**config.mk**
```make
export PLATFORM = sky130hd
export DESIGN_NAME = epoch_ms_to_calendar_datetime
export DESIGN_NICKNAME = d
export VERILOG_FILES = /design/src/ems2cal_pkg.sv /design/src/ems2cal_split.sv /design/src/ems2cal_tod.sv /design/src/ems2cal_date.sv /design/src/epoch_ms_to_calendar_datetime.sv
export SDC_FILE = /design/constraint.sdc
export NUM_CORES = 2
export LEC_CHECK = 0
export ABC_CLOCK_PERIOD_IN_PS = 14000
export BUFFER_PORTS_ARGS = -buffer_cell sky130_fd_sc_hd__buf_2
export CAP_MARGIN = 20
export CORE_MARGIN = 2
export CORE_UTILIZATION = 70
export DETAILED_ROUTE_END_ITERATION = 10
export HOLD_SLACK_MARGIN = 0.1
export MAX_ROUTING_LAYER = met4
export PLACE_DENSITY = 0.87
export SYNTH_ARGS = -nofsm -noshare
export SYNTH_HDL_FRONTEND = slang
export SYNTH_HIERARCHICAL = 1
export SYNTH_SLANG_ARGS = --single-unit
```
**constraint.sdc**
```tcl
create_clock -name clk_i -period 14 [get_ports clk_i]
set_input_delay 1.4 -clock clk_i [delete_from_list [all_inputs] [get_ports clk_i]]
set_output_delay 1.4 -clock clk_i [all_outputs]
set_load 0.01 [all_outputs]
```
**src/ems2cal_pkg.sv**
```systemverilog
package ems2cal_pkg;

  // Pipeline depth from the input register to the output register
  localparam int unsigned NumStages = 9;

  typedef enum logic [1:0] {
    StatusOk    = 2'd0,
    StatusEmpty = 2'd1,
    StatusBad   = 2'd2
  } status_e;

  // Last count that still converts: 2100-01-01 00:00:00.000
  localparam logic [47:0] LastValidMs = 48'd4102444800000;

  // A day is 84375 * 1024 ms, so days = (ms >> 10) / 84375
  localparam logic [16:0] DayUnits    = 17'd84375;
  localparam logic [31:0] DayRecip    = 32'd3335999724;  // ceil(2^48 / 84375)
  localparam int unsigned DayShift    = 48;

  localparam logic [19:0] DaysToEpoch = 20'd719468;
  localparam logic [19:0] EraFourBase = 20'd584388;      // 4 * 146097
  localparam logic [19:0] EraFiveBase = 20'd730485;      // 5 * 146097

  // Reciprocals, each exact over the value range it sees
  localparam logic [27:0] SecRecip    = 28'd137438954;   // ceil(2^37 / 1000)
  localparam logic [17:0] HourRecip   = 18'd149131;      // ceil(2^29 / 3600)
  localparam logic [12:0] MinRecip    = 13'd4370;        // ceil(2^18 / 60)
  localparam logic [18:0] Q1460Recip  = 19'd367720;      // ceil(2^29 / 1460)
  localparam logic [18:0] YearRecip   = 19'd367720;      // ceil(2^27 / 365)
  localparam logic [11:0] MonthRecip  = 12'd3427;        // ceil(2^19 / 153)

  localparam logic [9:0]  MsPerSec    = 10'd1000;
  localparam logic [11:0] SecPerHour  = 12'd3600;
  localparam logic [5:0]  SecPerMin   = 6'd60;
  localparam logic [8:0]  DaysPerYear = 9'd365;

  typedef struct packed {
    logic [4:0] hour;
    logic [5:0] minute;
    logic [5:0] second;
    logic [9:0] millisecond;
  } tod_t;

  typedef struct packed {
    logic [11:0] year;
    logic [3:0]  month;
    logic [4:0]  day;
  } date_t;

  // Days from March 1 to the first of month index mp (March is zero)
  function automatic logic [8:0] days_before_month(input logic [3:0] mp);
    logic [8:0] d;
    case (mp)
      4'd0:    d = 9'd0;
      4'd1:    d = 9'd31;
      4'd2:    d = 9'd61;
      4'd3:    d = 9'd92;
      4'd4:    d = 9'd122;
      4'd5:    d = 9'd153;
      4'd6:    d = 9'd184;
      4'd7:    d = 9'd214;
      4'd8:    d = 9'd245;
      4'd9:    d = 9'd275;
      4'd10:   d = 9'd306;
      4'd11:   d = 9'd337;
      default: d = 9'd0;
    endcase
    return d;
  endfunction

endpackage

```
**src/ems2cal_split.sv**
```systemverilog
module ems2cal_split import ems2cal_pkg::*; (
  input  logic        clk_i,
  input  logic [2:0]  en_i,
  input  logic [47:0] epoch_millis_i,
  output logic [26:0] msd_o,
  output logic [17:0] doe_o,
  output logic        era5_o
);

  logic [31:0] x1_q, x2_q;
  logic [9:0]  lo1_q, lo2_q;
  logic [15:0] days2_q;
  logic [26:0] msd3_q;
  logic [17:0] doe3_q;
  logic        era3_q;

  logic [63:0] day_prod;
  logic [31:0] day_ms;
  logic [31:0] rday;
  logic [19:0] z;
  logic        era5;
  logic [19:0] doe_full;

  assign day_prod = 64'(x1_q) * 64'(DayRecip);

  always_comb begin
    day_ms   = 32'(days2_q) * 32'(DayUnits);
    rday     = x2_q - day_ms;
    z        = 20'(days2_q) + DaysToEpoch;
    era5     = (z >= EraFiveBase);
    doe_full = z - (era5 ? EraFiveBase : EraFourBase);
  end

  always_ff @(posedge clk_i) begin
    if (en_i[0]) begin
      x1_q  <= epoch_millis_i[41:10];
      lo1_q <= epoch_millis_i[9:0];
    end
    if (en_i[1]) begin
      days2_q <= day_prod[DayShift+15:DayShift];
      x2_q    <= x1_q;
      lo2_q   <= lo1_q;
    end
    if (en_i[2]) begin
      msd3_q <= {rday[16:0], lo2_q};
      doe3_q <= doe_full[17:0];
      era3_q <= era5;
    end
  end

  assign msd_o  = msd3_q;
  assign doe_o  = doe3_q;
  assign era5_o = era3_q;

endmodule

```
**src/ems2cal_tod.sv**
```systemverilog
module ems2cal_tod import ems2cal_pkg::*; (
  input  logic        clk_i,
  input  logic [4:0]  en_i,
  input  logic [26:0] msd_i,
  output tod_t        tod_o
);

  logic [16:0] sec4_q, sec5_q;
  logic [26:0] msd4_q;
  logic [9:0]  frac5_q, frac6_q, frac7_q, frac8_q;
  logic [4:0]  hh5_q, hh6_q, hh7_q, hh8_q;
  logic [11:0] rem6_q, rem7_q;
  logic [5:0]  mi7_q, mi8_q;
  logic [5:0]  ss8_q;

  logic [54:0] sec_prod;
  logic [26:0] sec_ms;
  logic [34:0] hh_prod;
  logic [16:0] hh_sec;
  logic [24:0] mi_prod;
  logic [11:0] mi_sec;
  logic [26:0] frac_full;
  logic [16:0] rem_full;
  logic [11:0] ss_full;

  always_comb begin
    sec_prod  = 55'(msd_i) * 55'(SecRecip);
    sec_ms    = 27'(sec4_q) * 27'(MsPerSec);
    frac_full = msd4_q - sec_ms;
    hh_prod   = 35'(sec4_q) * 35'(HourRecip);
    hh_sec    = 17'(hh5_q) * 17'(SecPerHour);
    rem_full  = sec5_q - hh_sec;
    mi_prod   = 25'(rem6_q) * 25'(MinRecip);
    mi_sec    = 12'(mi7_q) * 12'(SecPerMin);
    ss_full   = rem7_q - mi_sec;
  end

  always_ff @(posedge clk_i) begin
    if (en_i[0]) begin
      sec4_q <= sec_prod[53:37];
      msd4_q <= msd_i;
    end
    if (en_i[1]) begin
      frac5_q <= frac_full[9:0];
      hh5_q   <= hh_prod[33:29];
      sec5_q  <= sec4_q;
    end
    if (en_i[2]) begin
      rem6_q  <= rem_full[11:0];
      hh6_q   <= hh5_q;
      frac6_q <= frac5_q;
    end
    if (en_i[3]) begin
      mi7_q   <= mi_prod[23:18];
      rem7_q  <= rem6_q;
      hh7_q   <= hh6_q;
      frac7_q <= frac6_q;
    end
    if (en_i[4]) begin
      ss8_q   <= ss_full[5:0];
      mi8_q   <= mi7_q;
      hh8_q   <= hh7_q;
      frac8_q <= frac7_q;
    end
  end

  assign tod_o = '{hour: hh8_q, minute: mi8_q, second: ss8_q, millisecond: frac8_q};

endmodule

```
**src/ems2cal_date.sv**
```systemverilog
module ems2cal_date import ems2cal_pkg::*; (
  input  logic        clk_i,
  input  logic [4:0]  en_i,
  input  logic [17:0] doe_i,
  input  logic        era5_i,
  output date_t       date_o
);

  logic [17:0] doe4_q, doe5_q, doe6_q;
  logic        era4_q, era5_q, era6_q, era7_q, era8_q;
  logic [6:0]  q1460_4_q;
  logic [2:0]  c36524_4_q;
  logic        c146096_4_q;
  logic [17:0] n5_q;
  logic [8:0]  yoe6_q, yoe7_q, yoe8_q;
  logic [8:0]  doy7_q, doy8_q;
  logic [3:0]  mp8_q;

  logic [36:0] q1460_prod;
  logic [2:0]  c36524;
  logic [17:0] n_full;
  logic [36:0] yoe_prod;
  logic [1:0]  c100;
  logic [17:0] ydays;
  logic [17:0] doy_full;
  logic [10:0] mnum;
  logic [22:0] mp_prod;
  logic [8:0]  dbm;
  logic [8:0]  dy_full;
  logic [3:0]  mo;
  logic [11:0] yr;

  always_comb begin
    q1460_prod = 37'(doe_i) * 37'(Q1460Recip);
    c36524     = 3'(doe_i >= 18'd36524) + 3'(doe_i >= 18'd73048)
               + 3'(doe_i >= 18'd109572) + 3'(doe_i >= 18'd146096);
    n_full     = doe4_q - 18'(q1460_4_q) + 18'(c36524_4_q) - 18'(c146096_4_q);
    yoe_prod   = 37'(n5_q) * 37'(YearRecip);
    c100       = 2'(yoe6_q >= 9'd100) + 2'(yoe6_q >= 9'd200) + 2'(yoe6_q >= 9'd300);
    ydays      = 18'(yoe6_q) * 18'(DaysPerYear) + 18'(yoe6_q[8:2]) - 18'(c100);
    doy_full   = doe6_q - ydays;
    mnum       = 11'(doy7_q) * 11'd5 + 11'd2;
    mp_prod    = 23'(mnum) * 23'(MonthRecip);
    // March-based month index back to a calendar month and year
    dbm        = days_before_month(mp8_q);
    dy_full    = doy8_q - dbm + 9'd1;
    mo         = (mp8_q < 4'd10) ? mp8_q + 4'd3 : mp8_q - 4'd9;
    yr         = 12'(yoe8_q) + (era8_q ? 12'd2000 : 12'd1600) + 12'(mo <= 4'd2);
  end

  always_ff @(posedge clk_i) begin
    if (en_i[0]) begin
      q1460_4_q   <= q1460_prod[35:29];
      c36524_4_q  <= c36524;
      c146096_4_q <= (doe_i == 18'd146096);
      doe4_q      <= doe_i;
      era4_q      <= era5_i;
    end
    if (en_i[1]) begin
      n5_q   <= n_full;
      doe5_q <= doe4_q;
      era5_q <= era4_q;
    end
    if (en_i[2]) begin
      yoe6_q <= yoe_prod[35:27];
      doe6_q <= doe5_q;
      era6_q <= era5_q;
    end
    if (en_i[3]) begin
      doy7_q <= doy_full[8:0];
      yoe7_q <= yoe6_q;
      era7_q <= era6_q;
    end
    if (en_i[4]) begin
      mp8_q  <= mp_prod[22:19];
      doy8_q <= doy7_q;
      yoe8_q <= yoe7_q;
      era8_q <= era7_q;
    end
  end

  assign date_o = '{year: yr, month: mo, day: dy_full[4:0]};

endmodule

```
**src/epoch_ms_to_calendar_datetime.sv**
```systemverilog
// Epoch milliseconds to Gregorian date and time of day.
//
// Input channel: in_valid_i / in_ready_o carry epoch_millis_i, a count of
// milliseconds since 1970-01-01 00:00:00.000 UTC. Output channel:
// out_valid_o / out_ready_i carry one result per input: status_o, year_o,
// month_o, day_of_month_o, hour_o, minute_o, second_o, millisecond_o.
// A zero count reports empty and a count past 2100-01-01 reports bad; in
// both cases every date and time field is zero.
//
// Throughput: one transfer per cycle on each side while out_ready_i stays
// high. Each result passes through the nine register stages: the input
// transfer loads the first and the result moves on one stage whenever
// the next stage loads (about one constant multiply or subtract per stage
// on each of the date and time-of-day paths).
//
// Every stage holds its own valid bit. When out_ready_i is low, the output
// register holds its result and the stages behind it keep filling any
// empty slots, so in_ready_o stays high until the whole chain is full.
// Reset empties all stages; no result is pending after reset.
module epoch_ms_to_calendar_datetime import ems2cal_pkg::*; (
  input  logic        clk_i,
  input  logic        rst_ni,
  input  logic        in_valid_i,
  output logic        in_ready_o,
  input  logic [47:0] epoch_millis_i,
  output logic        out_valid_o,
  input  logic        out_ready_i,
  output logic [1:0]  status_o,
  output logic [11:0] year_o,
  output logic [3:0]  month_o,
  output logic [4:0]  day_of_month_o,
  output logic [4:0]  hour_o,
  output logic [5:0]  minute_o,
  output logic [5:0]  second_o,
  output logic [9:0]  millisecond_o
);

  logic [NumStages-1:0] valid_q, valid_d;
  logic [NumStages-1:0] en;

  // Status rides alongside the data through the first eight stages
  status_e st_q [NumStages-1];
  status_e st_in;

  logic [26:0] msd;
  logic [17:0] doe;
  logic        era5;
  tod_t        tod;
  date_t       date;

  status_e     status_q;
  tod_t        tod_q;
  date_t       date_q;

  // A stage loads when it is empty or when the stage after it loads
  always_comb begin
    en[NumStages-1] = ~valid_q[NumStages-1] | out_ready_i;
    for (int k = NumStages - 2; k >= 0; k--) begin
      en[k] = ~valid_q[k] | en[k+1];
    end
  end

  always_comb begin
    valid_d = valid_q;
    if (en[0]) begin
      valid_d[0] = in_valid_i;
    end
    for (int k = 1; k < NumStages; k++) begin
      if (en[k]) begin
        valid_d[k] = valid_q[k-1];
      end
    end
  end

  always_ff @(posedge clk_i or negedge rst_ni) begin
    if (!rst_ni) begin
      valid_q <= '0;
    end else begin
      valid_q <= valid_d;
    end
  end

  // Classify the count on entry
  always_comb begin
    if (epoch_millis_i == '0) begin
      st_in = StatusEmpty;
    end else if (epoch_millis_i > LastValidMs) begin
      st_in = StatusBad;
    end else begin
      st_in = StatusOk;
    end
  end

  always_ff @(posedge clk_i) begin
    if (en[0]) begin
      st_q[0] <= st_in;
    end
    for (int k = 1; k < NumStages - 1; k++) begin
      if (en[k]) begin
        st_q[k] <= st_q[k-1];
      end
    end
  end

  // Stages 1-3: split into day number and millisecond of day
  ems2cal_split u_split (
    .clk_i          (clk_i),
    .en_i           (en[2:0]),
    .epoch_millis_i (epoch_millis_i),
    .msd_o          (msd),
    .doe_o          (doe),
    .era5_o         (era5)
  );

  // Stages 4-8: time of day
  ems2cal_tod u_tod (
    .clk_i (clk_i),
    .en_i  (en[7:3]),
    .msd_i (msd),
    .tod_o (tod)
  );

  // Stages 4-8: civil date within the era
  ems2cal_date u_date (
    .clk_i  (clk_i),
    .en_i   (en[7:3]),
    .doe_i  (doe),
    .era5_i (era5),
    .date_o (date)
  );

  // Output register: drop the fields to zero unless the date is valid
  always_ff @(posedge clk_i) begin
    if (en[NumStages-1]) begin
      status_q <= st_q[NumStages-2];
      if (st_q[NumStages-2] == StatusOk) begin
        tod_q  <= tod;
        date_q <= date;
      end else begin
        tod_q  <= '0;
        date_q <= '0;
      end
    end
  end

  assign in_ready_o     = en[0];
  assign out_valid_o    = valid_q[NumStages-1];
  assign status_o       = status_q;
  assign year_o         = date_q.year;
  assign month_o        = date_q.month;
  assign day_of_month_o = date_q.day;
  assign hour_o         = tod_q.hour;
  assign minute_o       = tod_q.minute;
  assign second_o       = tod_q.second;
  assign millisecond_o  = tod_q.millisecond;

endmodule

```
Yosys cells after proc, flatten, opt, wreduce, memory -nomap -nowiden
Memories as Yosys holds them, arrays and structs flattened. A register that Yosys moved wholly into a read port is not among the register bits. Index checks and enable logic that the tools add are counted. W data, S select, Z words.

Register bits after elaboration: 440. Memory bits (writable): 16. Bits in read-only memories: 144. Input port bits: 52. Output and inout port bits: 52. Logic and storage cells: 152. Memories: 2.

Memory list: (name not given) (depth 16, bits a word 9, read ports 1, clocked after memory_dff 1, write ports 0, RTL line ems2cal_pkg.sv:53) `case (mp)`; st_q (depth 8, bits a word 2, read ports 8, clocked after memory_dff 0, write ports 8, RTL line epoch_ms_to_calendar_datetime.sv:42) `status_e st_q [NumStages-1];`.

$add $sub $neg: 24. Multiply operators: 13. Magnitude comparators: 11. Equal/unequal tests: 1. Mux-type cells: 22. Bitwise logic cells: 18. Reductions and logical operators: 2.

Operators with widths (count): $mul A18 B16 Y33 const B (2); $mul A32 B30 Y62 const B (1); $mul A27 B27 Y53 const B (1); $gt A48 B42 Y1 const B (1); $logic_not A48 Y1 (1); $ge A18 B17 Y1 const B (2); $mul A17 B18 Y34 const B (1); $mul A11 B12 Y23 const B (1); $mul A12 B12 Y23 const B (1); $add A16 B20 Y20 const B (1); $ge A20 B20 Y1 const B (1); $add A18 B3 Y18 (1); $eq A18 B18 Y1 const B (1); $ge A18 B16 Y1 const B (1); $ge A18 B18 Y1 const B (1); $mux W18 (1); $sub A18 B1 Y18 (1); $sub A18 B18 Y18 (1); $sub A18 B7 Y18 (1); $mul A16 B17 Y17 const B (1); $mul A17 B7 Y7 const B (1); $sub A17 B17 Y17 (1); $mux W1 (16); $add A12 B1 Y12 (1); other kinds (30) (50).

Longest topological paths before layout
Word-level depth: 12. Mapped depth: 31. Mapped depth without buffers: 31.

By module
Netlist, hierarchy kept.

Modules (own cells, without submodules): ems2cal_split (instances 1, cells an instance 2383, area each 25663.4 sq um, seq. area each 3933.8 sq um); ems2cal_tod (instances 1, cells an instance 1915, area each 21317.9 sq um, seq. area each 4053.9 sq um); ems2cal_date (instances 1, cells an instance 1804, area each 19911.6 sq um, seq. area each 3553.4 sq um); epoch_ms_to_calendar_datetime (instances 1, cells an instance 191, area each 2895.3 sq um, seq. area each 2207.1 sq um).

Worst setup path after synthesis
OpenSTA, ideal clock, no wires.

Path type: input-to-output. Start point: in out_ready_i. End point: out in_ready_o. Arrival: 6.608 ns. Data required time: 12.600 ns. Slack: 5.992 ns. Stages: 7. Buffers on the path: 0. Path through: nand2b_1 nor2_1 inv_1 nor2_1 nand3_1 nor2_1 nand2_1.

Word-level cells in the longest chain between the ends: 9.

Ends and longest elaborated chain: from (decl) (RTL line epoch_ms_to_calendar_datetime.sv:27) `input logic out_ready_i,`; $or A1 B1 Y1 (RTL line epoch_ms_to_calendar_datetime.sv:57) `en[NumStages-1] = ~valid_q[NumStages-1] | out_ready_i;`; $or A1 B1 Y1 (RTL line epoch_ms_to_calendar_datetime.sv:59) `en[k] = ~valid_q[k] | en[k+1];`; net en[7] (RTL line epoch_ms_to_calendar_datetime.sv:39) `logic [NumStages-1:0] en;`; $or A1 B1 Y1 (5 in a row) (RTL line epoch_ms_to_calendar_datetime.sv:59); net en[2] (RTL line epoch_ms_to_calendar_datetime.sv:39); $or A1 B1 Y1 (2 in a row) (RTL line epoch_ms_to_calendar_datetime.sv:59); to (decl) (RTL line epoch_ms_to_calendar_datetime.sv:24) `output logic in_ready_o,`.

The timed path passes the listed nets, and every way through them passes these cells.

Worst setup path after layout
Start point: reg u_date.doy7_q[1]. End point: reg u_date/dbm[0] (netlist name).

Word-level cells in the longest chain between the ends: 4.

Ends and longest elaborated chain: from (decl) (RTL line ems2cal_date.sv:16) `logic [8:0] doy7_q, doy8_q;`; from (signal assigned) (RTL line ems2cal_date.sv:70) `doy7_q <= doy_full[8:0];`; $mul A9 B3 Y11 (RTL line ems2cal_date.sv:42) `mnum = 11'(doy7_q) * 11'd5 + 11'd2;`; $add A11 B2 Y11 (RTL line ems2cal_date.sv:42); $mul A11 B12 Y23 (RTL line ems2cal_date.sv:43) `mp_prod = 23'(mnum) * 23'(MonthRecip);`; net u_date.mp_prod[20] (RTL line ems2cal_date.sv:27) `logic [22:0] mp_prod;`; $mux W4 (no line).

The timed path passes the listed nets, and every way through them passes these cells. A chain may end at the register's enable or synchronous reset.

==> flow_summary.yaml <==
critical_path:
  arrival_ns: 8.64
  worst_setup_path_start_kind: "register"
  ff2ff_path_depth: 28
  crit_cells: 28
  cp_top_family: "adder cells"
  end_kind: "register"
  required_ns: 14.57
  rrSetupSlack_ns: 5.93
  worstPathMaxFanout: 6
  cpPeakStageDelay_ns: 0.55
  cpMaxStageDelayCell: "fa_1"
  crit_path_frequent_cell: "ha_1"
  path_buf_inv: 3
  regToRegStartpoint: "u_date/doy7_q[1]"
  critical_path_class: "reg2reg"
  r2r-end: "u_date/dbm[0]"
route:
  vias_per_cell: 5.74
  route.detailed.drc: 0
  drt-initial-drc-count: 3014
  dr.pass1.iters: 6
  wirelength_mm: 159
  ant_nets: 0
  via_count: 44710
  wire_per_inst_um: 20.5
global_routing:
  grt_pass1_wl_mm: 258
  grt_max_degree: 61
  grt_use_total_pct: 33.4
  grt_overflow: 0
  antenna_found_initial: 5
  grt_pass1_vias: 49667
place:
  portBuffers: 103
  hpwl_mm: 134
  gp_congestion: 1.01
logic_synthesis:
  seq_area_frac_synth_pct: 19.7
  synthArstFlopShare_pct: 1.95
  ys_warn_count: 6
  postSynthCellCount: 6293
  synth.area.top_cells: "fa_1 (30%), ha_1 (28%), edfxtp_1 (19%)"
  yosysTopAreaCell: "fa_1"
  syn-num-nets: 8928
  ys_types: 97
  synth_ff_type: "edfxtp_1"
  syn_area_mm2: 0.0698
  synth_seq_cells: 461
  syn_avg_cell_area_um2: 11.1
  netlist.area_leader.share_pct: 29.9
  synth-edff-count: 447
clock_network:
  cts_setup_buffers: 0
  cts.clk_slew.worst_paths_ns: 0.06
  cts_root_buffer: "clkbuf_16"
  clock-sinks: 461
  cts_hold_buf: 0
  ctsLongestPathBuffers: 3
  clk_latency_ns: 0.65
  cts_tree: "done"
  cts_made_buffers: 53
  ctsResizeCount: 0
  htree_levels: 2
layout:
  fillerInstances: 6085
  drive_above_1_share_pct: 4.23
  nNetsFinal: 9094
  multiInputGateArea_mm2: 0.0488
  post-route-util_pct: 75.0
  seqCellArea_mm2: 0.0137
  syn2layout_area_growth_pct: 5.93
timing:
  min_period_over_period_pct: 57.6
  slew_violations: 0
  hold_viol: 0
  fin_tns_setup_ns: 0
  worst_slew_pin_slew_ns: 0.912
  final.min_clock_period_ns: 8.07
  skew_ns: 0.0328
  finalSetupViolCount: 0
  rsz0062_at_grt: "no"
  timing.fmax_mhz: 124
  slew_headroom_pct: 39.2
  hold_slack_ns: 0.406
floorplanning:
  rows: 115
  die_w_um: 320
  ioPinCount: 104
  start_util_pct: 70.8
  die_area_mm2: 0.102
  core_area_mm2: 0.0986
  die_y_um: 320
min_path:
  holdPathStages: 0
  hold_class: "reg2reg"
  hp-start: "u_tod/frac5_q[5]"
  min_to: "u_tod/frac6_q[5]"
status:
  status: "finished, final reports clean"
job:
  drv_cap: 0
routing by layer:
layer | vias up | wire, um | share of wire, % | GRT usage, %
li1 | 20346 | - | - | -
met1 | 22297 | 60900 | 38 | 39.9
met2 | 1622 | 81200 | 51 | 57.5
met3 | 445 | 10200 | 6.4 | 4.57
met4 | 0 | 7240 | 4.5 | 13.3
met5 | - | 0 | 0 | -
state kept, by name, summed over array words and instances, names as in the netlist, 12 cells and up:
name             count
u_tod/sec4_q        17
u_split/x1_q        32
u_split/days2_q     16
u_date/doe4_q       18
u_date/n5_q         18
u_tod/rem6_q        12
st_q                16
u_tod/sec5_q        12
u_split/msd_o       27
u_split/doe_o       18
u_split/x2_q        17
year_o              12
worst max path at each step:
stage | startpoint | end | slack [ns]
2_1_floorplan | out_ready_i | in_ready_o | 5.99
3_3_place_gp | u_date/doy7_q[1] | u_date/dbm[0] | 6.36
3_5_place_dp | u_date/doy7_q[1] | u_date/dbm[0] | 6.06
4_1_cts | u_date/doy7_q[1] | u_date/dbm[0] | 5.95
5_1_grt | u_date/doy7_q[1] | u_date/dbm[0] | 5.44
6_report | u_date/doy7_q[1] | u_date/dbm[0] | 5.93
cells by family after synthesis:
family	share of synthesized area, %
muxes	0.0879
DFF	19.7
and+or+nand+nor	4.06
buffers and inverters	10.4
AOI/OAI and AO/OA	5.34
adders and majority gates	57.5
xor gates and xnor gates	2.90
final cells by class:
| cell class | instances | area share [%] |
|---|---|---|
| multi-input cells | 3898 | 66.0 |
| flip-flops and latches | 461 | 18.6 |
| inverters | 1927 | 9.78 |
| well taps | 1287 | 2.18 |
| clock buffers | 60 | 1.87 |
| repair buffers | 118 | 0.867 |
| clock inverters | 40 | 0.677 |
| diodes | 4 | 0.0135 |
cell usage after synthesis, types with 6 or more instances:
master and count:
o21bai_1 16, or3_1 9, ha_1 1541, o2111ai_1 9
or2_2 9, o211ai_1 12, a21boi_0 9, nand2_1 99
clkbuf_1 7, nor3_1 49, o21a_1 32, edfxtp_1 447
nand2b_1 18, a21oi_1 174, nor4_1 15, nand3_1 52
a31oi_1 16, a211o_1 13, o21ai_0 75, and2_1 62
dfrtp_1 9, inv_1 1927, xor2_1 80, xnor2_1 151
a31o_2 6, fa_1 1042, nand4_1 26, and3_1 20
nor2_1 109, o21ai_1 9, nor2b_1 19, a21o_1 71
a211oi_1 23
through the flow:
step                      worst slack [ns]  instances  instance area, um2
final                                 5.93       7795               73900
after global routing                  5.44       7794               73900
after CTS                             5.95       7790               73900
after detailed placement              6.06       7690               72000
after global placement                6.36       7690               72000
after floorplan                       5.99       6293               69800
layout by cell type (no fill, tap or decap), types with 12 or more instances in the layout:
| cell type | instances |
|---|---|
| a21o_1 | 71 |
| a211o_1 | 13 |
| inv_1 | 1924 |
| nand2b_1 | 17 |
| a211oi_1 | 23 |
| fa_1 | 1042 |
| edfxtp_1 | 447 |
| ha_1 | 1541 |
| clkbuf_16 | 53 |
| nor2b_1 | 19 |
| buf_2 | 103 |
| nand2_1 | 96 |
| o21ai_0 | 75 |
| a21oi_1 | 174 |
| o21bai_1 | 16 |
| nor4_1 | 15 |
| a31oi_1 | 16 |
| o211ai_1 | 12 |
| nand3_1 | 50 |
| nor3_1 | 49 |
| o21a_1 | 32 |
| buf_4 | 14 |
| and2_1 | 62 |
| and3_1 | 20 |
| nor2_1 | 108 |
| xnor2_1 | 151 |
| nand4_1 | 26 |
| xor2_1 | 80 |
Power is left out: the tool's default activity adds up to more than one toggle a clock period on the data nets, which glitch-free logic cannot reach.
